### config.mk
export PLATFORM = sky130hd
export DESIGN_NAME = rbf_window
export DESIGN_NICKNAME = d
export VERILOG_FILES = /design/src/rtl/core/rbf_pkg.sv /design/src/rtl/core/rbf_window.sv
export SDC_FILE = /design/constraint.sdc
export NUM_CORES = 1
export LEC_CHECK = 0
export BUFFER_PORTS_ARGS = -buffer_cell sky130_fd_sc_hd__buf_2
export CORE_UTILIZATION = 65
export DETAILED_ROUTE_END_ITERATION = 10
export GPL_ROUTABILITY_DRIVEN = 0
export PLACE_DENSITY = 0.83
export SYNTH_ARGS = -nofsm -noshare
export SYNTH_HDL_FRONTEND = slang
export SYNTH_SLANG_ARGS = --single-unit
### constraint.sdc
create_clock -name clk_i -period 10.65 [get_ports clk_i]
set_input_delay 1.065 -clock clk_i [delete_from_list [all_inputs] [get_ports clk_i]]
set_output_delay 1.065 -clock clk_i [all_outputs]
set_load 0.02 [all_outputs]
### src/rtl/core/rbf_pkg.sv
// ----------------------------------------------------------------------------
// rbf_pkg
// Shared types, constants and helpers for the RGB 3x3 box filter.
// ----------------------------------------------------------------------------
package rbf_pkg;

  // Line store depth and the column counter width that follows from it
  localparam int unsigned MaxWidth = 1024;
  localparam int unsigned ColW     = $clog2(MaxWidth);

  // Configuration register widths and reset values
  localparam int unsigned CfgWidthW  = 11;
  localparam int unsigned CfgHeightW = 12;
  localparam int unsigned CfgDataW   = 12;
  localparam int unsigned CfgIdxW    = 2;

  localparam logic [CfgWidthW-1:0]  WidthReset  = CfgWidthW'(MaxWidth);
  localparam logic [CfgHeightW-1:0] HeightReset = CfgHeightW'(3);

  // Register indexes
  localparam logic [CfgIdxW-1:0] RegImageWidth  = 2'd0;
  localparam logic [CfgIdxW-1:0] RegImageHeight = 2'd1;

  // One RGB pixel
  typedef struct packed {
    logic [7:0] r;
    logic [7:0] g;
    logic [7:0] b;
  } pix_t;

  // Position info of an accepted pixel
  typedef struct packed {
    logic [ColW-1:0] col;
    logic            emit;
    logic            last;
  } pos_t;

  // floor(x/9) for an 8-bit x: x*57 >> 9 is exact over 0..255
  function automatic logic [4:0] div9(input logic [7:0] x);
    logic [13:0] prod;
    prod = 14'(x) * 14'd57;
    return prod[13:9];
  endfunction

endpackage

### src/rtl/core/rbf_window.sv
// ----------------------------------------------------------------------------
// rbf_window
// 3x3 window registers and the per-channel sum of floor(pixel/9).
// ----------------------------------------------------------------------------
module rbf_window
  import rbf_pkg::*;
(
  input  logic clk_i,
  input  logic rst_ni,
  input  logic shift_i,
  input  pix_t up_i,
  input  pix_t lo_i,
  input  pix_t cur_i,
  output pix_t sum_o
);

  // Index row*3 + col; col 2 is the newest column
  pix_t win_q [9];
  pix_t win_d [9];
  logic [7:0] sum_r, sum_g, sum_b;

  // Shift one column left and load the new column
  always_comb begin
    for (int r = 0; r < 3; r++) begin
      win_d[r*3]     = win_q[r*3+1];
      win_d[r*3 + 1] = win_q[r*3+2];
    end
    win_d[2] = up_i;
    win_d[5] = lo_i;
    win_d[8] = cur_i;
  end

  always_ff @(posedge clk_i or negedge rst_ni) begin
    if (!rst_ni) begin
      for (int k = 0; k < 9; k++) begin
        win_q[k] <= '0;
      end
    end else if (shift_i) begin
      for (int k = 0; k < 9; k++) begin
        win_q[k] <= win_d[k];
      end
    end
  end

  // Sums over the shifted window; at most 9*28, fits 8 bits
  always_comb begin
    sum_r = '0;
    sum_g = '0;
    sum_b = '0;
    for (int k = 0; k < 9; k++) begin
      sum_r = sum_r + 8'(div9(win_d[k].r));
      sum_g = sum_g + 8'(div9(win_d[k].g));
      sum_b = sum_b + 8'(div9(win_d[k].b));
    end
  end

  assign sum_o = '{r: sum_r, g: sum_g, b: sum_b};

endmodule

==> qor.json, run 1 <==
{
  "endpoint_arrival_time_on_the_critical_path": {"value": 7650, "unit": "ps"},
  "grt_setup_unrepaired": {"value": "no"},
  "dominantRegCellSynth": {"value": "dfrtp_1"},
  "cts.repair_timing.setup_buffer_count": {"value": 0},
  "setup_tns": {"value": 0, "unit": "ps"},
  "fp-row-count": {"value": 74},
  "cts_sinks": {"value": 144},
  "reg2regPathDepth": {"value": 2},
  "maxCapViolCount": {"value": 0},
  "clock_insertion_delay_worst_skew": {"value": 460, "unit": "ps"},
  "wl": {"value": 53400, "unit": "um"},
  "routed-via-count": {"value": 18600},
  "drt_iter0_drc": {"value": 910},
  "grt_use_total": {"value": 0.272},
  "yosysWarningCount": {"value": 0},
  "fillerInstances": {"value": 2921},
  "largest_register_ff_count": {"value": 144},
  "die_w": {"value": 206, "unit": "um"},
  "timing.final.crit_period": {"value": 8710, "unit": "ps"},
  "synth_cell_types": {"value": 51},
  "numnets_final": {"value": 3848},
  "timing.critical_path.required": {"value": 9590, "unit": "ps"},
  "max-slew-margin-rel": {"value": 0.409},
  "ant_nets": {"value": 0},
  "final.hold.worst_slack": {"value": 556, "unit": "ps"},
  "synthArstFlopShare": {"value": 1.00},
  "vias_per_cell": {"value": 5.62},
  "clock_tree.buffer_depth": {"value": 2},
  "half_perimeter_wire_length_after_detailed_placement": {"value": 45600, "unit": "um"},
  "ff2ff_setup_slack": {"value": 9650, "unit": "ps"},
  "synthesis.instances": {"value": 2661},
  "num_io_pins": {"value": 99},
  "beginning_of_the_critical_path": {"value": "cur_i[1]"},
  "die_area": {"value": 42500, "unit": "um^2"},
  "ctsHoldBuffers": {"value": 0},
  "report.final.slew_viol_count": {"value": 0},
  "drc_viols": {"value": 0},
  "cts_resized": {"value": 0},
  "worstPathMaxFanout": {"value": 4},
  "grt_pass1_vias": {"value": 20400},
  "post_synth_instance_area": {"value": 27100, "unit": "um^2"},
  "regToRegStartpoint": {"value": "win_d[118]"},
  "timing.final.setup_violations": {"value": 0},
  "cp-start-kind": {"value": "input port"},
  "drt-wirelength-per-cell": {"value": 16.2, "unit": "um"},
  "initial_utilization": {"value": 0.661},
  "numPortBuffers": {"value": 98},
  "grt_pass1_wl": {"value": 92200, "unit": "um"},
  "postSynthRegisterBits": {"value": 144},
  "final_critical_path_share_of_the_clock_period": {"value": 0.818},
  "seq_area_frac_synth": {"value": 0.133},
  "grt-ovfl-total": {"value": 0},
  "path_class": {"value": "input port to output pin"},
  "core_area": {"value": 40900, "unit": "um^2"},
  "layout.cell_area.non_filler": {"value": 28700, "unit": "um^2"},
  "cts-root-buf": {"value": "clkbuf_16"},
  "grt_antenna_before_repair": {"value": 3},
  "status": {"value": "complete, no violations"},
  "timing_worst_slew_pin_value": {"value": 886, "unit": "ps"},
  "worstSetupEndpointType": {"value": "output pin"},
  "hold_path_class": {"value": "register to register"},
  "grt_max_degree": {"value": 87},
  "r2r-end": {"value": "win_d[118]"},
  "synth.avg_cell_area": {"value": 10.2, "unit": "um^2"},
  "finalHoldViolations": {"value": 0},
  "placedInstanceArea": {"value": 28100, "unit": "um^2"},
  "syn_nets": {"value": 3756},
  "chipHeight": {"value": 206, "unit": "um"},
  "cts_tree": {"value": "yes"},
  "clock.fmax": {"value": 115, "unit": "MHz"},
  "syn2layout_area_growth": {"value": 6.07, "unit": "%"},
  "final_core_util": {"value": 0.701},
  "cp-endpoint": {"value": "sum_o[7]"},
  "clkTransAtPathRegs": {"value": 60, "unit": "ps"},
  "htree_levels": {"value": 4},
  "number_of_enable_type_register_cells_in_the_synthesized_netlist": {"value": 0},
  "finalClockSkew": {"value": 7.42, "unit": "ps"},
  "layout-drive-gt1-share": {"value": 0.0647},
  "tritonroute_pass_1_iters": {"value": 6},
  "tritoncts.num_buffers": {"value": 17}
}
-- synth_stat cells (4+ instances only) --
| library cell | instances | share of area |
|---|---|---|
| ha_1 | 651 | 0.30 |
| inv_1 | 567 | 0.079 |
| fa_1 | 369 | 0.27 |
| o21ai_0 | 177 | 0.033 |
| nand2_1 | 147 | 0.020 |
| dfrtp_1 | 144 | 0.13 |
| xnor2_1 | 113 | 0.037 |
| a21oi_1 | 84 | 0.016 |
| xor2_1 | 50 | 0.016 |
| o21bai_1 | 37 | 0.010 |
| nor2_1 | 34 | 0.0047 |
| mux2_2 | 33 | 0.014 |
| nor3_1 | 28 | 0.0052 |
| o21a_1 | 26 | 0.0072 |
| nand4_1 | 25 | 0.0058 |
| clkbuf_1 | 24 | 0.0033 |
| or3_1 | 23 | 0.0053 |
| o211ai_1 | 19 | 0.0053 |
| a21o_1 | 17 | 0.0047 |
| o211a_1 | 17 | 0.0063 |
| and3_1 | 7 | 0.0016 |
| or2_2 | 6 | 0.0014 |
| and4_1 | 4 | 0.0013 |
| buf_1 | 4 | 0.00055 |
| nand2b_1 | 4 | 0.00092 |
| o31ai_1 | 4 | 0.0011 |
-- critical path: stages --
cell and delay, ps:
buf_2 130, inv_1 70, fa_1 550, inv_1 60, fa_1 460, ha_1 310, ha_1 280, nand4_1 100
o211a_1 240, o21bai_1 190, a21oi_1 110, xnor2_1 340, fa_1 490, fa_1 530, fa_1 570, inv_1 70
fa_1 590, inv_1 60, ha_1 290, a21o_1 180, a21oi_1 260, o21bai_1 110, a21oi_1 200, xnor2_1 170
buf_2 210
-- per-stage QoR --
| stage | instances | setup WS [ps] |
|---|---|---|
| after floorplan | 2661 | 2730 |
| after global placement | 3266 | 2260 |
| after detailed placement | 3266 | 2010 |
| after CTS | 3298 | 1970 |
| after global routing | 3301 | 1690 |
| final | 3301 | 1940 |
-- cells by family after synthesis --
family,Yosys count,share of synthesized area
buffers and inverters,595,0.0825
and+or+nand+nor,293,0.0503
adders and majority gates,1020,0.574
xor gates and xnor gates,163,0.0528
DFF,144,0.133
AOI/OAI and AO/OA,413,0.0936
muxes,33,0.0137
-- final cells by class --
| cell class | instances | area, um^2 | share of cell area |
|---|---|---|---|
| Clock buffer | 18 | 429 | 0.0150 |
| Sequential cell | 144 | 3600 | 0.126 |
| Tap cell | 532 | 666 | 0.0232 |
| Inverter | 567 | 2130 | 0.0741 |
| Clock inverter | 14 | 120 | 0.00418 |
| Timing Repair Buffer | 101 | 526 | 0.0183 |
| Antenna cell | 3 | 7.51 | 0.000262 |
| Multi-Input combinational cell | 1922 | 21200 | 0.739 |
-- cell usage in the layout (no fill, tap or decap), drive strengths merged, types with 18 or more instances in the layout --
cell type  Yosys  routed
nand2        147     147
xnor2        113     113
o21bai        37      37
fa           369     369
clkbuf        24      18
xor2          50      50
nor3          28      28
nor2          34      34
a21oi         85      85
buf            4     101
or3           23      23
dfrtp        144     144
nand4         25      25
o21a          26      26
mux2          33      33
ha           651     651
o21ai        177     177
inv          567     577
o211ai        19      19
-- worst min-delay path by stage --
stage	start	to	slack, ps	cells after the start
floorplan	win_d[179]	win_d[203]	470	2
global placement	win_d[98]	win_d[122]	530	2
finish	win_d[179]	win_d[203]	560	2
detailed placement	win_d[179]	win_d[203]	530	2
CTS	win_d[179]	win_d[203]	570	2
global route	win_d[42]	win_d[66]	600	2
-- per-layer routing --
metal	GRT usage	routed length (um)
met3	0.0290	1390
met2	0.491	28100
met1	0.332	22400
met5	0	0
met4	0.108	1540
Power of run 1 is not shown: default switching activity piles up to over one toggle a cycle in this logic, so the estimate is an artifact.
==> run 2: changes to the inputs <==
Settings changed: CORE_UTILIZATION 65 to 59, PLACE_DENSITY 0.83 to 0.8.
Clock period 10.65 ns to 8 ns, I/O delays scaled along.
==> run 2 against run 1 <==
Against the previous run: critical path type is now register to output pin; count of clock-buffer cells in the layout grew 2; routed wire length grew 7.5%; worst setup slack lost 1900 ps; die area grew 10%; register-to-register slack lost 2700 ps; global-route usage shrank 2.2 points; critical path depth shrank 1; flip-flop and latch count is the same; non-clock buffer count grew 64; sequential share of layout area shrank 0.47 points; worst hold slack lost 170 ps.
==> qor.json, run 2 (synthesis gave the netlist of run 1 again) <==
{
  "die_area": {"value": 46700, "unit": "um^2", "change": "+10%"},
  "cts_tree": {"value": "yes"},
  "finalHoldViolations": {"value": 0, "change": "unchanged"},
  "cts-root-buf": {"value": "clkbuf_16"},
  "path_class": {"value": "register to output pin"},
  "routed-via-count": {"value": 19000, "change": "+2.2%"},
  "post_layout_nonfiller_instances": {"value": 3429, "change": "+3.9%"},
  "drc_viols": {"value": 0, "change": "unchanged"},
  "ant_nets": {"value": 0, "change": "unchanged"},
  "cp-start-kind": {"value": "register"},
  "final_core_util": {"value": 0.664, "change": "-0.0378"},
  "final_critical_path_share_of_the_clock_period": {"value": 0.990},
  "clock.fmax": {"value": 126, "unit": "MHz"},
  "fillerInstances": {"value": 3265, "change": "+12%"},
  "timing_worst_slew_pin_value": {"value": 930, "unit": "ps", "change": "+44.5 ps"},
  "maxCapViolCount": {"value": 0, "change": "unchanged"},
  "ctsHoldBuffers": {"value": 0, "change": "unchanged"},
  "antennaDiodeCount": {"value": 0, "change": "-3"},
  "routed.top_layer": {"value": "met4"},
  "wl": {"value": 57400, "unit": "um", "change": "+7.5%"},
  "clock_insertion_delay_worst_skew": {"value": 460, "unit": "ps", "change": "about the same"},
  "tritonroute_pass_1_iters": {"value": 5, "change": "-1"},
  "routed_length_on_met1": {"value": 23300, "unit": "um", "change": "+4.2%"},
  "htree_levels": {"value": 4, "change": "unchanged"},
  "grt_pass1_vias": {"value": 20600, "change": "+1.0%"},
  "drt_iter0_drc": {"value": 763, "change": "-16%"},
  "hold_path_class": {"value": "input port to async pin"},
  "clock_tree.buffer_depth": {"value": 2, "change": "unchanged"},
  "met3WireLength": {"value": 1870, "unit": "um", "change": "+34%"},
  "core_area": {"value": 45300, "unit": "um^2", "change": "+11%"},
  "syn2layout_area_growth": {"value": 11.0, "unit": "%"},
  "max-slew-margin-rel": {"value": 0.380, "change": "-0.0297"},
  "numnets_final": {"value": 3912, "change": "+1.7%"},
  "vias_per_cell": {"value": 5.53, "change": "-1.6%"},
  "timing.critical_path.required": {"value": 7200, "unit": "ps", "change": "-2390 ps"},
  "clkTransAtPathRegs": {"value": 70, "unit": "ps", "change": "about the same"},
  "drt-wirelength-per-cell": {"value": 16.7, "unit": "um", "change": "+3.5%"},
  "wl_met2": {"value": 30400, "unit": "um", "change": "+8.2%"},
  "initial_utilization": {"value": 0.598, "change": "-0.0637"},
  "grt-ovfl-total": {"value": 0, "change": "unchanged"},
  "chipHeight": {"value": 216, "unit": "um", "change": "+4.9%"},
  "finalClockSkew": {"value": 7.41, "unit": "ps", "change": "-0.00857 ps"},
  "tritoncts.num_buffers": {"value": 17, "change": "unchanged"},
  "grt_pass1_wl": {"value": 94900, "unit": "um", "change": "+3.0%"},
  "largest_register_ff_count": {"value": 144, "change": "unchanged"},
  "endpoint_arrival_time_on_the_critical_path": {"value": 7120, "unit": "ps", "change": "-530 ps"},
  "numPortBuffers": {"value": 98, "change": "unchanged"},
  "half_perimeter_wire_length_after_detailed_placement": {"value": 46300, "unit": "um", "change": "+1.5%"},
  "grt_antenna_before_repair": {"value": 0, "change": "-3"},
  "grt_max_degree": {"value": 121, "change": "+39%"},
  "status": {"value": "complete, no violations"},
  "final_critical_path_setup_slack": {"value": 77.0, "unit": "ps", "change": "-1860 ps"},
  "die_w": {"value": 216, "unit": "um", "change": "+4.9%"},
  "place_worst_setup_slack": {"value": -51.9, "unit": "ps", "change": "-2060 ps"},
  "most_frequent_cells_in_the_layout": {"value": "634 x ha_1, 543 x inv_1, 365 x fa_1"},
  "worstPathMaxFanout": {"value": 2, "change": "-2"},
  "final.hold.worst_slack": {"value": 390, "unit": "ps", "change": "-166 ps"},
  "grt_setup_unrepaired": {"value": "yes"},
  "cts_sinks": {"value": 144, "change": "unchanged"},
  "layout-drive-gt1-share": {"value": 0.137, "change": "+0.0724"},
  "grt_use_total": {"value": 0.250, "change": "-0.0223"},
  "worstSetupEndpointType": {"value": "output pin"},
  "num_io_pins": {"value": 99, "change": "unchanged"},
  "timing.final.crit_period": {"value": 7920, "unit": "ps"},
  "fp-row-count": {"value": 78, "change": "+5.4%"},
  "place_inst": {"value": 3348, "change": "+2.5%"},
  "timing.final.setup_violations": {"value": 0, "change": "unchanged"},
  "report.final.slew_viol_count": {"value": 0, "change": "unchanged"},
  "leading_cell_type_in_the_layout_fill_and_taps_excluded": {"value": "ha_1"}
}
## run 2: final timing paths
path	from	cells past startpoint	endpoint	slack, ps
worst max register to register	win_d[190]	2	win_d[190]	6970
worst min-delay path	rst_ni	1	win_d[136]	390
worst min register to register	win_d[114]	2	win_d[138]	540
worst max-delay path	win_d[97]	24	sum_o[7]	80
min in group clk_i	win_d[114]	2	win_d[138]	540
max in group asynchronous	rst_ni	2	win_d[60]	6100
## run 2: metrics by stage
step	TNS, ps	area [um^2]
4_1_cts	-11.6	29100
3_3_place_gp	0	28300
5_1_grt	-609	30100
3_5_place_dp	-64.7	28300
2_1_floorplan	0	27100
6_report	0	30100
## run 2: final cells by class
class | count | area, um^2 | area share
tap | 600 | 751 | 0.0250
multi-input combinational | 1922 | 21900 | 0.729
clock buffer | 20 | 467 | 0.0155
inverter | 567 | 2130 | 0.0708
timing repair buffer | 165 | 1030 | 0.0342
sequential | 144 | 3630 | 0.121
clock inverter | 11 | 133 | 0.00441
## run 2: metal layers
metal	vias to the layer above	GRT usage
li1	9018	-
met1	9492	0.299
met2	333	0.459
met3	128	0.0340
met4	0	0.0852
met5	-	0
## run 2: repair_timing
item                                    CTS  global route
gates cloned                              0             0
gates resized for setup                  20           159
buffers inserted                          8            42
endpoints found under the setup margin    5            11
hold endpoints to repair                  0             0
pin swaps                                 9            83
## run 2: worst max-delay path: stages, from the launching register on
cell	delay (ps)
dfrtp_2	360
inv_1	70
fa_1	540
inv_1	80
fa_1	530
ha_1	340
ha_1	310
nand4_1	130
o211a_1	300
o21bai_2	180
a21oi_1	110
xnor2_1	290
fa_1	510
fa_1	540
fa_1	540
inv_1	50
fa_2	560
inv_1	50
ha_1	280
a21o_1	170
a21oi_2	170
o21bai_1	100
a21oi_2	150
xnor2_1	130
buf_4	160
Power of run 2 is left out for the same reason.
==> run 3: changes to the inputs <==
Settings changed: CORE_UTILIZATION 59 to 65, PLACE_DENSITY 0.8 to 0.83.
Clock period 8 ns to 7.8 ns, I/O delays scaled along.
==> run 3 against run 2 <==
Against the previous run: the flow now finishes with violations (setup timing); register-to-register slack got worse by 160 ps; worst setup slack got worse by 170 ps; cell count decreased by 0.61%; count of clock-buffer cells in the layout unchanged; cell area increased by 3.4%; utilization increased by 9.6 points.
==> qor.json, run 3 (synthesis gave the netlist of run 1 again) <==
{
  "status": {"value": "finished with violations"},
  "failed_checks": {"value": "setup timing"},
  "drc_viols": {"value": 0, "change": "unchanged"},
  "core_area": {"value": 40900, "unit": "um^2", "change": "-9.6%"},
  "cts-root-buf": {"value": "clkbuf_16"},
  "cp-start-kind": {"value": "register"},
  "timing.final.setup_violations": {"value": 2, "change": "+2"},
  "grt_antenna_before_repair": {"value": 2, "change": "+2"},
  "ff2ff_setup_slack": {"value": 6810, "unit": "ps", "change": "-160 ps"},
  "die_w": {"value": 206, "unit": "um", "change": "-4.7%"},
  "ant_nets": {"value": 0, "change": "unchanged"},
  "drt_iter0_drc": {"value": 1125, "change": "+47%"},
  "leading_cell_type_in_the_layout_fill_and_taps_excluded": {"value": "ha_1"},
  "place_inst": {"value": 3281, "change": "-2.0%"},
  "drt-wirelength-per-cell": {"value": 18.5, "unit": "um", "change": "+11%"},
  "die_area": {"value": 42500, "unit": "um^2", "change": "-9.1%"},
  "cts_sinks": {"value": 144, "change": "unchanged"},
  "most_frequent_cells_in_the_layout": {"value": "601 x ha_1, 512 x inv_1, 361 x fa_1"},
  "htree_levels": {"value": 4, "change": "unchanged"},
  "half_perimeter_wire_length_after_detailed_placement": {"value": 46300, "unit": "um", "change": "about the same"},
  "clock_tree.buffer_depth": {"value": 2, "change": "unchanged"},
  "reg2regPathDepth": {"value": 2, "change": "unchanged"},
  "final_critical_path_share_of_the_clock_period": {"value": 1.01},
  "cpMaxStageDelayCell": {"value": "fa_1"},
  "clock_insertion_delay_worst_skew": {"value": 460, "unit": "ps", "change": "about the same"},
  "finalHoldViolations": {"value": 0, "change": "unchanged"},
  "tritonroute_pass_1_iters": {"value": 6, "change": "+1"},
  "num_io_pins": {"value": 99, "change": "unchanged"},
  "vias_per_cell": {"value": 5.82, "change": "+5.2%"},
  "grt_max_degree": {"value": 101, "change": "-17%"},
  "r2r-end": {"value": "win_d[110]"},
  "ctsHoldBuffers": {"value": 0, "change": "unchanged"},
  "numnets_final": {"value": 3957, "change": "+1.2%"},
  "grt-ovfl-total": {"value": 0, "change": "unchanged"},
  "grt_use_total": {"value": 0.282, "change": "+0.0319"},
  "maxCapViolCount": {"value": 0, "change": "unchanged"},
  "grt_pass1_wl": {"value": 95600, "unit": "um", "change": "+0.70%"},
  "timing_worst_slew_pin_value": {"value": 998, "unit": "ps", "change": "+67.3 ps"},
  "tritoncts.num_buffers": {"value": 17, "change": "unchanged"},
  "place_worst_setup_slack": {"value": -122, "unit": "ps", "change": "-69.8 ps"},
  "chipHeight": {"value": 206, "unit": "um", "change": "-4.7%"},
  "crit_path_cell_trace": {"value": "inv_1 > fa_1 > inv_1 > fa_1 > ha_1 > ha_2 > a21o_1 > a21o_1 > a41o_1 > or4_1 > and3_1 > fa_1 > fa_1 > inv_1 > fa_1 > fa_1 > inv_1 > ha_4 > a21oi_2 > buf_4 > buf_4 > xnor2_1 > buf_2"},
  "grt_setup_unrepaired": {"value": "yes"},
  "routed-via-count": {"value": 19800, "change": "+4.5%"},
  "timing.final.crit_period": {"value": 7890, "unit": "ps"},
  "initial_utilization": {"value": 0.661, "change": "+0.0637"},
  "largest_register_ff_count": {"value": 144, "change": "unchanged"},
  "worstPathBufferInverterCount": {"value": 7, "change": "+2"},
  "endpoint_arrival_time_on_the_critical_path": {"value": 7110, "unit": "ps", "change": "about the same"},
  "post_layout_nonfiller_instances": {"value": 3408, "change": "-0.61%"},
  "timing.critical_path.required": {"value": 7020, "unit": "ps", "change": "-180 ps"},
  "cts_tree": {"value": "yes"},
  "worstPathMaxFanout": {"value": 4, "change": "+2"},
  "regToRegStartpoint": {"value": "win_d[110]"},
  "cpLargestDelayFamily": {"value": "adder cells"},
  "numPortBuffers": {"value": 98, "change": "unchanged"},
  "finalClockSkew": {"value": 7.42, "unit": "ps", "change": "+0.00621 ps"},
  "cpPeakStageDelay": {"value": 560, "unit": "ps", "change": "about the same"},
  "report.final.slew_viol_count": {"value": 0, "change": "unchanged"},
  "setup_tns": {"value": -154, "unit": "ps", "change": "-154 ps"},
  "max-slew-margin-rel": {"value": 0.335, "change": "-0.0449"},
  "clock.fmax": {"value": 127, "unit": "MHz"},
  "syn2layout_area_growth": {"value": 14.8, "unit": "%"},
  "wl": {"value": 63200, "unit": "um", "change": "+10%"},
  "layout-drive-gt1-share": {"value": 0.195, "change": "+0.0574"},
  "fillerInstances": {"value": 2476, "change": "-24%"},
  "path_class": {"value": "register to output pin"},
  "fp-row-count": {"value": 74, "change": "-5.1%"},
  "final_critical_path_setup_slack": {"value": -91.8, "unit": "ps", "change": "-169 ps"},
  "clkTransAtPathRegs": {"value": 70, "unit": "ps", "change": "about the same"},
  "hold_path_class": {"value": "input port to async pin"},
  "worstSetupEndpointType": {"value": "output pin"},
  "grt_pass1_vias": {"value": 21000, "change": "+2.3%"},
  "cp_common_cell": {"value": "fa_1"}
}
## run 3: timing repair
item	4_1_cts	5_1_grt
buffers inserted	33	61
setup endpoints to repair	9	15
resized for setup	65	282
cloned	0	0
pin swaps	52	213
## run 3: how the worst max path moves through the flow
stage	from	endpoint	slack (ps)	cells after the start
6_report	win_d[28]	sum_o[5]	-90	23
5_1_grt	win_d[28]	sum_o[7]	-230	23
4_1_cts	win_d[59]	sum_o[15]	0.4	25
3_5_place_dp	cur_i[2]	sum_o[7]	-120	25
3_3_place_gp	cur_i[2]	sum_o[7]	70	25
2_1_floorplan	cur_i[18]	sum_o[23]	450	23
## run 3: layer usage
metal	part of all wire	track usage	up-vias
li1	-	-	9099
met1	0.38	0.328	9994
met2	0.53	0.514	531
met3	0.042	0.0442	207
met4	0.042	0.114	0
met5	0	0	-
## run 3: layout make-up
type / count / area, um^2 / area share
clock buffer: 20 / 447 / 0.0144
timing repair buffer: 210 / 1420 / 0.0456
antenna: 2 / 5.00 / 0.000161
clock inverter: 11 / 133 / 0.00427
inverter: 567 / 2130 / 0.0687
multi-input combinational: 1922 / 22600 / 0.729
tap: 532 / 666 / 0.0214
sequential: 144 / 3630 / 0.117
## run 3: through the flow
step | utilization | area (um^2) | hold WS (ps)
2_1_floorplan | - | 27100 | 471
3_3_place_gp | 0.691 | 28300 | 530
3_5_place_dp | 0.691 | 28300 | 525
4_1_cts | 0.717 | 29300 | 401
5_1_grt | 0.759 | 31100 | 399
6_report | 0.759 | 31100 | 325
Power of run 3 is left out for the same reason.
