File: config.mk
export PLATFORM = sky130hd
export DESIGN_NAME = rbf_ctrl
export DESIGN_NICKNAME = d
export VERILOG_FILES = /design/src/rtl/core/rbf_pkg.sv /design/src/rtl/core/rbf_ctrl.sv
export SDC_FILE = /design/constraint.sdc
export NUM_CORES = 1
export LEC_CHECK = 0
export ABC_AREA = 1
export BUFFER_PORTS_ARGS = -buffer_cell sky130_fd_sc_hd__buf_2
export CORE_AREA = 2 2 89 91
export CTS_BUF_LIST = sky130_fd_sc_hd__clkbuf_4 sky130_fd_sc_hd__clkbuf_8
export CTS_CLUSTER_DIAMETER = 40
export CTS_CLUSTER_SIZE = 40
export DETAILED_ROUTE_END_ITERATION = 16
export DIE_AREA = 0 0 91 93
export SYNTH_ARGS = -nofsm -noshare
export SYNTH_HDL_FRONTEND = slang
export SYNTH_SLANG_ARGS = --single-unit
File: constraint.sdc
create_clock -name clk_i -period 2.7 [get_ports clk_i]
set_clock_uncertainty 0.2 [all_clocks]
set_input_delay 0 -clock clk_i [delete_from_list [all_inputs] [get_ports clk_i]]
set_output_delay 0 -clock clk_i [all_outputs]
set_load 0.01 [all_outputs]
File: src/rtl/core/rbf_pkg.sv
// ----------------------------------------------------------------------------
// rbf_pkg
// Shared types, constants and helpers for the RGB 3x3 box filter.
// ----------------------------------------------------------------------------
package rbf_pkg;

  // Line store depth and the column counter width that follows from it
  localparam int unsigned MaxWidth = 1024;
  localparam int unsigned ColW     = $clog2(MaxWidth);

  // Configuration register widths and reset values
  localparam int unsigned CfgWidthW  = 11;
  localparam int unsigned CfgHeightW = 12;
  localparam int unsigned CfgDataW   = 12;
  localparam int unsigned CfgIdxW    = 2;

  localparam logic [CfgWidthW-1:0]  WidthReset  = CfgWidthW'(MaxWidth);
  localparam logic [CfgHeightW-1:0] HeightReset = CfgHeightW'(3);

  // Register indexes
  localparam logic [CfgIdxW-1:0] RegImageWidth  = 2'd0;
  localparam logic [CfgIdxW-1:0] RegImageHeight = 2'd1;

  // One RGB pixel
  typedef struct packed {
    logic [7:0] r;
    logic [7:0] g;
    logic [7:0] b;
  } pix_t;

  // Position info of an accepted pixel
  typedef struct packed {
    logic [ColW-1:0] col;
    logic            emit;
    logic            last;
  } pos_t;

  // floor(x/9) for an 8-bit x: x*57 >> 9 is exact over 0..255
  function automatic logic [4:0] div9(input logic [7:0] x);
    logic [13:0] prod;
    prod = 14'(x) * 14'd57;
    return prod[13:9];
  endfunction

endpackage

File: src/rtl/core/rbf_ctrl.sv
// ----------------------------------------------------------------------------
// rbf_ctrl
// Configuration registers and raster position counters.
// ----------------------------------------------------------------------------
module rbf_ctrl
  import rbf_pkg::*;
(
  input  logic                clk_i,
  input  logic                rst_ni,
  input  logic                cfg_we_i,
  input  logic [CfgIdxW-1:0]  cfg_idx_i,
  input  logic [CfgDataW-1:0] cfg_data_i,
  input  logic                accept_i,
  output pos_t                pos_o
);

  logic [CfgWidthW-1:0]  width_q;
  logic [CfgHeightW-1:0] height_q;
  logic [ColW-1:0]       col_q, col_d;
  logic [CfgHeightW-1:0] row_q, row_d;
  logic [CfgWidthW-1:0]  eff_w;
  logic [CfgHeightW-1:0] eff_h;
  logic                  col_end, row_end;
  logic                  cfg_hit;

  // Effective frame size: width saturated to [3, MaxWidth], height at least 3
  always_comb begin
    eff_w = width_q;
    if (width_q < CfgWidthW'(3)) begin
      eff_w = CfgWidthW'(3);
    end else if (width_q > CfgWidthW'(MaxWidth)) begin
      eff_w = CfgWidthW'(MaxWidth);
    end
    eff_h = (height_q < CfgHeightW'(3)) ? CfgHeightW'(3) : height_q;
  end

  assign col_end = (CfgWidthW'(col_q) == eff_w - CfgWidthW'(1));
  assign row_end = (row_q == eff_h - CfgHeightW'(1));
  assign cfg_hit = cfg_we_i &&
                   (cfg_idx_i == RegImageWidth || cfg_idx_i == RegImageHeight);

  // Position of the pixel being accepted
  assign pos_o.col  = col_q;
  assign pos_o.emit = (row_q >= CfgHeightW'(2)) && (col_q >= ColW'(2));
  assign pos_o.last = row_end && col_end;

  // Next position
  always_comb begin
    col_d = col_q;
    row_d = row_q;
    if (cfg_hit) begin
      col_d = '0;
      row_d = '0;
    end else if (accept_i) begin
      if (col_end) begin
        col_d = '0;
        row_d = row_end ? '0 : row_q + CfgHeightW'(1);
      end else begin
        col_d = col_q + ColW'(1);
      end
    end
  end

  always_ff @(posedge clk_i or negedge rst_ni) begin
    if (!rst_ni) begin
      width_q  <= WidthReset;
      height_q <= HeightReset;
      col_q    <= '0;
      row_q    <= '0;
    end else begin
      col_q <= col_d;
      row_q <= row_d;
      if (cfg_we_i && cfg_idx_i == RegImageWidth) begin
        width_q <= cfg_data_i[CfgWidthW-1:0];
      end
      if (cfg_we_i && cfg_idx_i == RegImageHeight) begin
        height_q <= cfg_data_i[CfgHeightW-1:0];
      end
    end
  end

endmodule

==> results by group, run 1 <==
STA
  • Final hold violations: 0
  • Timing-limited maximum frequency: 0.3385 GHz
  • Setup WS post-layout: -0.2539 ns
  • Fin Setup TNS: -3.953 ns
  • Final Setup Violations: 21
  • Minimum clock period: 2.954 ns
  • Slew headroom: 0.2240
  • Min Hold Slack: 0.06156 ns
  • Fin. max-slew vios: 0
  • Worst-Margin Slew: 1.163 ns
  • Post-route clock period utilization: 1.094
  • Unrepaired setup endpoints after global routing: yes

Clocking
  • Clk_lat worst skew: 0.30 ns
  • Clock root buffer: clkbuf_8
  • H-tree levels: 2
  • CTS Buf Count: 5
  • Clk sinks: 45
  • CTS tree: yes
  • Clk slew on worst S/H paths: 0.09 ns
  • Clock Path Buffers: 2

Global route
  • GRT Resource Usage Total: 0.2275
  • GR Overflow Total: 0
  • First-pass GRT wire length: 15.49 mm
  • Antenna violations before repair: 0
  • Largest net degree at the start of global routing: 46
  • Number of global-route vias before repair: 3282

Run status
  • Status: finished with violations
  • Failing checks: setup timing

Worst hold path
  • Worst min-delay path class: input port to flip-flop

Finish
  • Fillers: 685
  • ANT cells: 0
  • Layout cells sized above 1: 0.3344
  • Final net count: 624
  • Layout area overhead: 44.93%
  • Post-Layout Inst Area: 0.004791 mm2

Die
  • Die area: 0.008463 mm2
  • CORE AREA: 0.007527 mm2
  • Die X: 91 um
  • Die height: 93 um
  • Row Count: 32
  • Count of boundary I/O pins: 30
  • Initial core utilization: 0.4392

Worst setup path
  • Worst setup SP type: flip-flop
  • Critical path capture point type: output port
  • Critical-path cell list: nor2_2, buf_4, buf_4, buf_4, buf_4, buf_4, buf_4, buf_4, nand2_1, nor2_2, nand3_1, xnor3_1, inv_1, nand3_1, nor2_1, nand3_1, buf_6, nor3_2, buf_2
  • Worst EP arrival: 2.75 ns
  • CP peak stage delay: 0.39 ns
  • Slowest stage cell, crit path: dfrtp_1
  • Setup CP Type: flip-flop to output port
  • CP dominant cell by count: buf_4
  • Worst-path fanout max: 2
  • Critical path required time: 2.50 ns

Routing
  • DRC: 0
  • Via/cell ratio: 4.807
  • Post-Route WL: 9.177 mm
  • Vias: 3379
  • Routed Antenna Nets: 0
  • WL/cell: 13.05 um
  • DR pass1 iterations: 4
  • Initial DRC count: 142

Yosys
  • Asr flop ratio synth: 1.000
  • Top cells by count, synth: nand2_1, inv_1, nor2_1
  • Top cell type by total area after synthesis: dfrtp_1
  • Area fraction of the dominant cell type after synthesis: 0.3179
  • Area contributors post-synth: dfrtp_1, nand2_1, nand3_1
  • Post-synth EDFFs: 0
  • Top-count cell post-synth: nand2_1
  • YS warnings: 0
  • Main synth FF type: dfrtp_1
  • Gate Count Post-Synth: 480
  • Synthesis-stage register bit count: 45
  • Syn Nets: 504
  • Synth Cell Area: 0.003306 mm2
  • Synth unique cells: 35
  • Post-synthesis area per instance: 6.887 um2
  • Sequential share of the synthesized area: 0.3418

Placed design
  • DP HPWL: 6.465 mm
  • Post-Place Worst Slack: -0.1819 ns
  • Port Buffers: 29
  • GPL Wtd Cong: 0.8767
  • Post-DP Area: 0.003929 mm2

Pwr
  • Maximum VDD drop: 324.3 uV
  • Total Power: 2.876 mW
  • Leak: 2.409 nW
  • PwrDens: 600.2 mW/mm2

Run
  • Max Cap Violations: 0
## cell usage in the layout, fill, tap and decap left out, drive strengths merged
cell	instances
nand3b	5
buf	109
xnor3	2
mux2	1
dlygate4sd3	14
clkinv	3
nand2b	1
a21oi	12
a31oi	1
o21bai	1
nor2	58
or2	4
nand2	142
xor2	26
xnor2	6
nand4	11
and2	1
nor4	6
ha	6
o41ai	1
nand3	47
inv	58
o21ai	27
o31ai	2
nor3	5
clkbuf	7
dfstp	3
dfrtp	42
## final timing paths
path	start	end	slack, ns	cells past startpoint
min in group asynchronous	rst_ni	row_q[0]$_DFFE_PN0P_	0.19	2
worst min-delay path	cfg_idx_i[0]	width_q[10]$_DFFE_PN1P_	0.06	3
worst max register to register	width_q[0]$_DFFE_PN0P_	row_q[9]$_DFFE_PN0P_	-0.23	22
worst max-delay path	height_q[7]$_DFFE_PN0P_	pos_o[0]	-0.25	19
max in group asynchronous	rst_ni	width_q[8]$_DFFE_PN0P_	1.49	2
worst min register to register	width_q[10]$_DFFE_PN1P_	width_q[10]$_DFFE_PN1P_	0.33	2
## state kept, by name, indices dropped and copies added (netlist names)
name and count:
col_q 10, height_q 12, row_q 12, width_q 11
## critical path, delay by kind of cell, from the launching register on
kind | cells | cell delay [ns]
XOR/XNOR | 1 | 0.20
buffers and inverters | 10 | 1.19
flip-flops | 1 | 0.39
AND/OR/NAND/NOR | 8 | 0.66
## cells by family after synthesis
logic type,count (synthesis),synth area share
AOI/OAI and AO/OA,44,0.07495
xor gates and xnor gates,34,0.1007
DFF,45,0.3418
adders and majority gates,6,0.02271
buffers and inverters,71,0.09008
muxes,1,0.003406
and+or+nand+nor,279,0.3664
## where the power goes
| group | internal [mW] | switching, mW |
|---|---|---|
| clock network | 0.232 | 0.233 |
| logic | 0.753 | 0.776 |
| registers | 0.768 | 0.113 |
## metal layers
metal,routed length (um),global-route usage,part of all wire
met5,0,0,0
met2,4478,0.3889,0.49
met3,370,0.03304,0.040
met1,4162,0.3045,0.45
met4,166,0.05808,0.018
## stage by stage
step | util | cells
global route | 0.6365 | 703
CTS | 0.6110 | 700
finish | 0.6365 | 703
global placement | 0.5219 | 648
detailed placement | 0.5219 | 648
floorplan | - | 480
## area by class of cell
class | count | area (um2) | share of cell area
multi-input combinational | 365 | 2188 | 0.4568
sequential | 45 | 1130 | 0.2358
timing repair buffer | 123 | 1017 | 0.2123
inverter | 60 | 226.5 | 0.04727
tap | 102 | 127.6 | 0.02664
clock buffer | 7 | 96.34 | 0.02011
clock inverter | 1 | 5.005 | 0.001045
## what timing repair did
item                       4_1_cts  5_1_grt
resized for setup               41       46
buffers inserted                29       11
setup endpoints to repair       22       23
hold endpoints to repair        67        0
cloned                           3        0
pin swaps                       16       31
hold buffers                    14        0
(Power assumes the default switching activity.)
==> run 2: changes to the inputs <==
==> constraint.sdc (replaced) <==
create_clock -name clk_i -period 2.7 [get_ports clk_i]
set_clock_uncertainty 0.2 [all_clocks]
set_input_delay 0 -clock clk_i [delete_from_list [all_inputs] [get_ports clk_i]]
set_output_delay 0 -clock clk_i [all_outputs]
set_load 0.02 [all_outputs]
==> run 2 against run 1 <==
Compared with the run above: the run still ends with setup timing left; count of clock-buffer cells in the layout is the same; design area grew 0.42%; sequential share of layout area shrank 0.098 points; fmax shrank 1.4%; combinational power is essentially flat; clock power is essentially flat.
==> results by group, run 2 (same netlist as run 1, synthesis figures left out) <==
Worst setup path
  • Worst setup SP type: flip-flop
  • R2R Setup Slk: -0.24 ns (about the same)
  • Critical-path cell list: nor2_2, buf_4, buf_4, buf_4, buf_4, buf_4, buf_4, buf_4, nand2_1, nor2_2, nand3_1, xnor3_1, inv_1, nand3_1, nor2_1, nand3_1, buf_6, nor3_4, buf_6
  • Crit Reg-Reg Endpoint: row_q[9]$_DFFE_PN0P_
  • Critical path capture point type: output port
  • CP peak stage delay: 0.39 ns (about the same)
  • RR Startpoint: width_q[0]$_DFFE_PN0P_
  • Slowest stage cell, crit path: dfrtp_1
  • Worst EP arrival: 2.80 ns (+0.05 ns)
  • Setup CP Type: flip-flop to output port
  • CP dominant cell by count: buf_4
  • Number of buffers and inverters on the critical path: 10 (unchanged)
  • Critical path required time: 2.50 ns (about the same)
  • Family with the most delay on the worst path: buffers and inverters
  • Worst-path fanout max: 2 (unchanged)
  • Register-to-Register Path Depth: 21 (-4.5%)

Clocking
  • H-tree levels: 2 (unchanged)
  • Clock Path Buffers: 2 (unchanged)
  • Clock root buffer: clkbuf_8
  • Clk sinks: 45 (unchanged)
  • CTS tree: yes
  • CTS Buf Count: 5 (unchanged)
  • Clk_lat worst skew: 0.30 ns (about the same)
  • Clk slew on worst S/H paths: 0.08 ns (about the same)

Die
  • Initial core utilization: 0.4392 (unchanged)
  • Die area: 0.008463 mm2 (unchanged)
  • Die X: 91 um (unchanged)
  • CORE AREA: 0.007527 mm2 (unchanged)
  • Count of boundary I/O pins: 30 (unchanged)
  • Row Count: 32 (unchanged)
  • Die height: 93 um (unchanged)

Finish
  • Final core utilization: 0.6391 (+0.002660)
  • Biggest regs: height_q x12, row_q x12, width_q x11
  • Layout area overhead: 45.53%
  • ANT cells: 0 (unchanged)
  • Layout cells sized above 1: 0.3405 (+0.006089)
  • Post-Layout Inst Area: 0.004811 mm2 (+0.42%)
  • Most common cell after layout, fill and taps aside: nand2_1
  • Most frequent cells in the layout: nand2_1, buf_4, inv_1
  • Final net count: 625 (+0.16%)
  • Fin cells: 704 (+0.14%)
  • Fillers: 687 (+0.29%)

Placed design
  • Dpl cells: 648 (unchanged)
  • DP HPWL: 6.465 mm (unchanged)
  • GPL Wtd Cong: 0.8767 (unchanged)
  • Port Buffers: 29 (unchanged)
  • Post-Place Worst Slack: -0.1819 ns (unchanged)
  • Post-DP Area: 0.003929 mm2 (unchanged)

Pwr
  • Sequential share of power: 0.304 (-0.002)
  • Maximum VDD drop: 329.3 uV (+1.6%)
  • Leak: 2.424 nW (+0.60%)
  • Switching share of power: 0.3972 (+0.006790)
  • P_int: 1.750 mW (-0.15%)
  • Clock network power share: 0.161 (about the same)
  • Comb power frac: 0.535 (+0.003)
  • NetSw: 1.153 mW (+2.7%)
  • PwrDens: 603.5 mW/mm2 (+0.55%)

STA
  • Min Hold Slack: 0.06875 ns (+0.007186 ns)
  • Minimum clock period: 2.997 ns (+0.04270 ns)
  • Slew headroom: 0.2246 (+0.0005650)
  • Final hold violations: 0 (unchanged)
  • Setup WS post-layout: -0.2966 ns (-0.04270 ns)
  • Final Setup Violations: 21 (unchanged)
  • Timing-limited maximum frequency: 0.3337 GHz (-1.4%)
  • Unrepaired setup endpoints after global routing: yes
  • Fin. max-slew vios: 0 (unchanged)
  • Post-route clock period utilization: 1.110 (+0.01581)
  • Worst-Margin Slew: 1.162 ns (-0.0008463 ns)

Worst hold path
  • Hold Crit Start: cfg_idx_i[0]
  • End of the worst hold path: width_q[10]$_DFFE_PN1P_
  • Worst Hold Depth: 3 (unchanged)
  • Worst min-delay path class: input port to flip-flop

Run status
  • Status: finished with violations
  • Failing checks: setup timing

Routing
  • DRC: 0 (unchanged)
  • WL/cell: 13.21 um (+1.2%)
  • DR pass1 iterations: 4 (unchanged)
  • Routed Antenna Nets: 0 (unchanged)
  • Post-Route WL: 9.298 mm (+1.3%)
  • Vias: 3400 (+0.62%)
  • Via/cell ratio: 4.830 (+0.48%)
  • Initial DRC count: 151 (+6.3%)

Global route
  • GR Overflow Total: 0 (unchanged)
  • First-pass GRT wire length: 15.57 mm (+0.54%)
  • GRT Resource Usage Total: 0.2288 (+0.001217)
  • Number of global-route vias before repair: 3289 (+0.21%)
  • Largest net degree at the start of global routing: 46 (unchanged)
  • Antenna violations before repair: 0 (unchanged)

Run
  • Max Cap Violations: 0 (unchanged)
## run 2: worst reg2reg max path, cell delays in order, from the launching register on
cell and delay (ns):
dfrtp_1 0.41, buf_4 0.16, a21oi_2 0.12, nand4_1 0.19, nand2_2 0.15, inv_2 0.05, ha_4 0.16, xnor2_2 0.14
inv_1 0.06, nand2_1 0.06, nand2_1 0.06, clkinv_2 0.07, nand2_4 0.05, nor2_4 0.10, nand3_2 0.09, nor2_2 0.12
nand3_2 0.13, nand2_4 0.14, buf_12 0.15, nand2_8 0.08, nand2_1 0.10, nand2_1 0.05
## run 2: what timing repair did
action / CTS / global route
hold buffers: 14 / 0
hold endpoints to repair: 67 / 0
setup buffers: 30 / 11
gates cloned: 3 / 0
pin swaps: 16 / 31
setup endpoints to repair: 22 / 23
gates resized for setup: 43 / 49
## run 2: worst max path at each step
stage | slack, ns | end | cells after the start | from
floorplan | -0.03 | row_q[5]$_DFFE_PN0P_ | 23 | width_q[4]$_DFFE_PN0P_
global placement | -0.09 | row_q[1]$_DFFE_PN0P_ | 21 | width_q[4]$_DFFE_PN0P_
detailed placement | -0.18 | row_q[6]$_DFFE_PN0P_ | 21 | width_q[5]$_DFFE_PN0P_
CTS | -0.26 | pos_o[0] | 18 | height_q[7]$_DFFE_PN0P_
global route | -0.51 | pos_o[0] | 21 | height_q[3]$_DFFE_PN0P_
finish | -0.30 | pos_o[0] | 19 | height_q[7]$_DFFE_PN0P_
## run 2: per-stage QoR
stage	TNS, ns	total power [mW]
after floorplan	-0.2704	1.642
after global placement	-1.334	2.010
after detailed placement	-2.908	2.031
after CTS	-2.956	2.748
after global routing	-8.481	3.127
final	-4.178	2.903
## run 2: cell type report
type	instances	area [um2]	area share
Multi-Input combinational cell	365	2202	0.4577
Inverter	60	226.5	0.04707
Sequential cell	45	1130	0.2348
Tap cell	102	127.6	0.02653
Clock buffer	7	96.34	0.02003
Timing Repair Buffer	124	1023	0.2127
Clock inverter	1	5.005	0.001040
## run 2: routing by layer
metal	GRT usage	wire [um]	share of wire
met1	0.3066	4314	0.46
met2	0.3938	4523	0.49
met3	0.03304	323	0.035
met4	0.05177	136	0.015
met5	0	0	0
## run 2: power by group through the flow
stage,Combinational (mW),Sequential (mW),Clock [mW]
final,1.55,0.882,0.467
after global routing,1.73,0.899,0.502
after CTS,1.40,0.872,0.480
after detailed placement,1.15,0.881,0
after global placement,1.13,0.877,0
after floorplan,0.740,0.902,0
==> run 3: changes to the inputs <==
--- a/config.mk
+++ b/config.mk
@@ -5,14 +5,14 @@
 export SDC_FILE = /design/constraint.sdc
 export NUM_CORES = 1
 export LEC_CHECK = 0
-export ABC_AREA = 1
 export BUFFER_PORTS_ARGS = -buffer_cell sky130_fd_sc_hd__buf_2
-export CORE_AREA = 2 2 89 91
+export CORE_AREA = 2 2 86 88
 export CTS_BUF_LIST = sky130_fd_sc_hd__clkbuf_4 sky130_fd_sc_hd__clkbuf_8
 export CTS_CLUSTER_DIAMETER = 40
 export CTS_CLUSTER_SIZE = 40
 export DETAILED_ROUTE_END_ITERATION = 16
-export DIE_AREA = 0 0 91 93
+export DIE_AREA = 0 0 88 90
+export PLACE_DENSITY = 0.77
 export SYNTH_ARGS = -nofsm -noshare
 export SYNTH_HDL_FRONTEND = slang
 export SYNTH_SLANG_ARGS = --single-unit
==> run 3 against run 2 <==
Compared with the run above: the flow still finishes with violations (setup timing); sequential share of layout area grew 3.1 points; first-iteration DRC count increased by 120%; total power fell by 27%; synthesized area down 6.4%; critical path type is now flip-flop to flip-flop; critical endpoint is now row_q[11]$_DFFE_PN0P_.
==> results by group, run 3 <==
Clocking
  • H-tree levels: 2 (unchanged)
  • CTS Buf Count: 5 (unchanged)
  • Clk slew on worst S/H paths: 0.09 ns (about the same)
  • Clock root buffer: clkbuf_8
  • Clk_lat worst skew: 0.32 ns (+0.02 ns)
  • Clock Path Buffers: 2 (unchanged)
  • CTS tree: yes
  • Clk sinks: 45 (unchanged)

Yosys
  • Top-count cell post-synth: dfrtp_1
  • Top cell type by total area after synthesis: dfrtp_1
  • Top cells by count, synth: dfrtp_1, nor2_1, mux2_2
  • Sequential share of the synthesized area: 0.3653 (+0.02350)
  • Synth Cell Area: 0.003093 mm2 (-6.4%)
  • YS warnings: 0 (unchanged)
  • Post-synthesis area per instance: 9.044 um2 (+31%)
  • Area fraction of the dominant cell type after synthesis: 0.3398 (+0.02186)
  • Asr flop ratio synth: 1.000 (unchanged)
  • Syn Nets: 366 (-27%)
  • Gate Count Post-Synth: 342 (-29%)
  • Synthesis-stage register bit count: 45 (unchanged)
  • Post-synth EDFFs: 0 (unchanged)
  • Area contributors post-synth: dfrtp_1, mux2_2, xnor2_1
  • Synth unique cells: 56 (+60%)
  • Main synth FF type: dfrtp_1

Finish
  • Layout area overhead: 37.22%
  • Biggest regs: height_q x12, row_q x12, width_q x11
  • Final net count: 462 (-26%)
  • Layout cells sized above 1: 0.3918 (+0.05127)
  • Final core utilization: 0.6045 (-0.03460)
  • ANT cells: 0 (unchanged)
  • Most frequent cells in the layout: buf_4, dfrtp_1, buf_2
  • Most common cell after layout, fill and taps aside: buf_4

STA
  • Final hold violations: 0 (unchanged)
  • Min Hold Slack: 0.2174 ns (+0.1487 ns)
  • Worst-Margin Slew: 1.052 ns (-0.1099 ns)
  • Fin. max-slew vios: 0 (unchanged)
  • Setup WS post-layout: -0.6583 ns (-0.3617 ns)
  • Final Setup Violations: 23 (+9.5%)
  • Slew headroom: 0.2987 (+0.07409)
  • Post-route clock period utilization: 1.244 (+0.1340)
  • Minimum clock period: 3.358 ns (+0.3617 ns)
  • Unrepaired setup endpoints after global routing: yes
  • Timing-limited maximum frequency: 0.2978 GHz (-11%)

Worst setup path
  • Critical path capture point type: flip-flop
  • Family with the most delay on the worst path: simple AND/OR/NAND/NOR gates
  • Worst EP arrival: 3.40 ns (+0.60 ns)
  • Number of buffers and inverters on the critical path: 1 (-9)
  • Setup CP Type: flip-flop to flip-flop
  • Critical-path cell list: or4_4, nor2_4, o21ai_2, ha_4, nand2b_4, or4_4, nand3_2, xnor2_2, nor4_4, buf_4, nand3_4, or4_1, a21oi_1
  • CP peak stage delay: 0.58 ns (+0.19 ns)
  • Worst setup SP type: flip-flop
  • Critical path required time: 2.74 ns (+0.24 ns)
  • Worst-path fanout max: 6 (+4)
  • Slowest stage cell, crit path: or4_4
  • CP dominant cell by count: or4_4

Routing
  • DRC: 0 (unchanged)
  • Via/cell ratio: 5.812 (+20%)
  • WL/cell: 17.06 um (+29%)
  • DR pass1 iterations: 5 (+1)
  • Initial DRC count: 331 (+120%)
  • Routed Antenna Nets: 0 (unchanged)
  • Post-Route WL: 9.176 mm (-1.3%)
  • Vias: 3127 (-8.0%)

Die
  • Die area: 0.007920 mm2 (-6.4%)
  • Count of boundary I/O pins: 30 (unchanged)
  • Die height: 90 um (-3.2%)
  • Die X: 88 um (-3.3%)
  • Row Count: 31 (-3.1%)
  • CORE AREA: 0.007020 mm2 (-6.7%)
  • Initial core utilization: 0.4406 (+0.001401)

Global route
  • Antenna violations before repair: 0 (unchanged)
  • Number of global-route vias before repair: 3160 (-3.9%)
  • First-pass GRT wire length: 15.07 mm (-3.2%)
  • GRT Resource Usage Total: 0.2389 (+0.01018)
  • Largest net degree at the start of global routing: 46 (unchanged)
  • GR Overflow Total: 0 (unchanged)

Placed design
  • DP HPWL: 6.338 mm (-2.0%)
  • GPL Wtd Cong: 0.9714 (+11%)
  • Post-Place Worst Slack: -0.6205 ns (-0.4386 ns)
  • Port Buffers: 29 (unchanged)

Pwr
  • Total Power: 2.117 mW (-27%)
  • Maximum VDD drop: 348.4 uV (+5.8%)
  • Leak: 1.792 nW (-26%)
  • PwrDens: 498.7 mW/mm2 (-17%)

Run
  • Max Cap Violations: 0 (unchanged)

Run status
  • Status: finished with violations
  • Failing checks: setup timing

Worst hold path
  • Worst min-delay path class: input port to asynchronous set/reset pin
-- run 3: cell count changes after synthesis, sizes merged, moves of 12 or more --
cell | previous run | this run
nand2 | 141 | 10
inv | 58 | 11
nor2 | 58 | 27
nand3 | 47 | 17
mux2 | 1 | 24
xor2 | 26 | 7
xnor2 | 6 | 19
clkbuf | 6 | 18
or3 | 0 | 12
-- run 3: worst register-to-register path: stages (launching register included) --
cell	delay (ns)
dfrtp_1	0.40
or4_4	0.58
nor2_4	0.15
o21ai_2	0.10
ha_4	0.21
nand2b_4	0.07
or4_4	0.12
nand3_2	0.09
xnor2_2	0.17
nor4_4	0.38
buf_4	0.19
nand3_4	0.08
or4_1	0.42
a21oi_1	0.13
-- run 3: worst paths after layout --
| check | start | end | slack, ns | cells after the start |
|---|---|---|---|---|
| setup / recovery | width_q[5]$_DFFE_PN0P_ | row_q[11]$_DFFE_PN0P_ | -0.66 | 13 |
| hold / removal | rst_ni | row_q[0]$_DFFE_PN0P_ | 0.22 | 2 |
| setup reg to reg | width_q[5]$_DFFE_PN0P_ | row_q[11]$_DFFE_PN0P_ | -0.66 | 13 |
| hold reg to reg | height_q[3]$_DFFE_PN0P_ | height_q[3]$_DFFE_PN0P_ | 0.37 | 1 |
| max in group asynchronous | rst_ni | col_q[1]$_DFFE_PN0P_ | 1.44 | 2 |
| min in group clk_i | cfg_data_i[11] | height_q[11]$_DFFE_PN0P_ | 0.27 | 3 |
-- run 3: what timing repair did --
action                                  in CTS  in global routing
hold buffers                                18                  0
pin swaps                                   19                 19
gates cloned                                 1                  0
gates resized for setup                     17                 31
setup buffers                                2                  3
endpoints found under the hold margin       69                  0
endpoints found under the setup margin      23                 23
-- run 3: kinds of logic (layout without fill, tap and decap cells) --
group                    after synthesis  in the layout  synth area share
buffers and inverters                 34            131           0.04247
XOR/XNOR                              26             26           0.07363
multiplexers                          26             26           0.09385
adder cells (fa/ha/maj)                6              6           0.02427
flip-flops                            45             45            0.3653
AND/OR/NAND/NOR                      133            133            0.2500
AO/OA/AOI/OAI                         72             72            0.1505
-- run 3: cell type report --
cell class | count | area [um2]
sequential | 45 | 1130
tap | 99 | 123.9
inverter | 11 | 41.29
fill | 604 | 2776
timing repair buffer | 112 | 839.6
clock inverter | 2 | 10.01
multi-input combinational | 263 | 2023
clock buffer | 6 | 76.32
-- run 3: stage by stage --
| stage | cells | setup TNS, ns | cell area [um2] |
|---|---|---|---|
| 6_report | 538 | -11.07 | 4244 |
| 5_1_grt | 538 | -13.45 | 4244 |
| 4_1_cts | 535 | -10.46 | 4103 |
| 3_5_place_dp | 506 | -11.24 | 3751 |
| 3_3_place_gp | 506 | -9.793 | 3751 |
| 2_1_floorplan | 342 | -9.913 | 3167 |
-- run 3: report_power, final --
part | internal [mW] | switching, mW | total (mW) | leakage, nW
clock network | 0.190 | 0.240 | 0.430 | 0.0484
logic | 0.445 | 0.435 | 0.880 | 1.17
registers | 0.751 | 0.0561 | 0.807 | 0.573
total | 1.39 | 0.731 | 2.12 | 1.79
-- run 3: per-layer routing --
layer / global-route usage / vias to the layer above / share of wire
met3: 0.03765 / 27 / 0.054
met1: 0.3179 / 1518 / 0.42
li1: - / 1453 / -
met5: 0 / - / 0
met4: 0.09231 / 0 / 0.025
met2: 0.3857 / 129 / 0.50
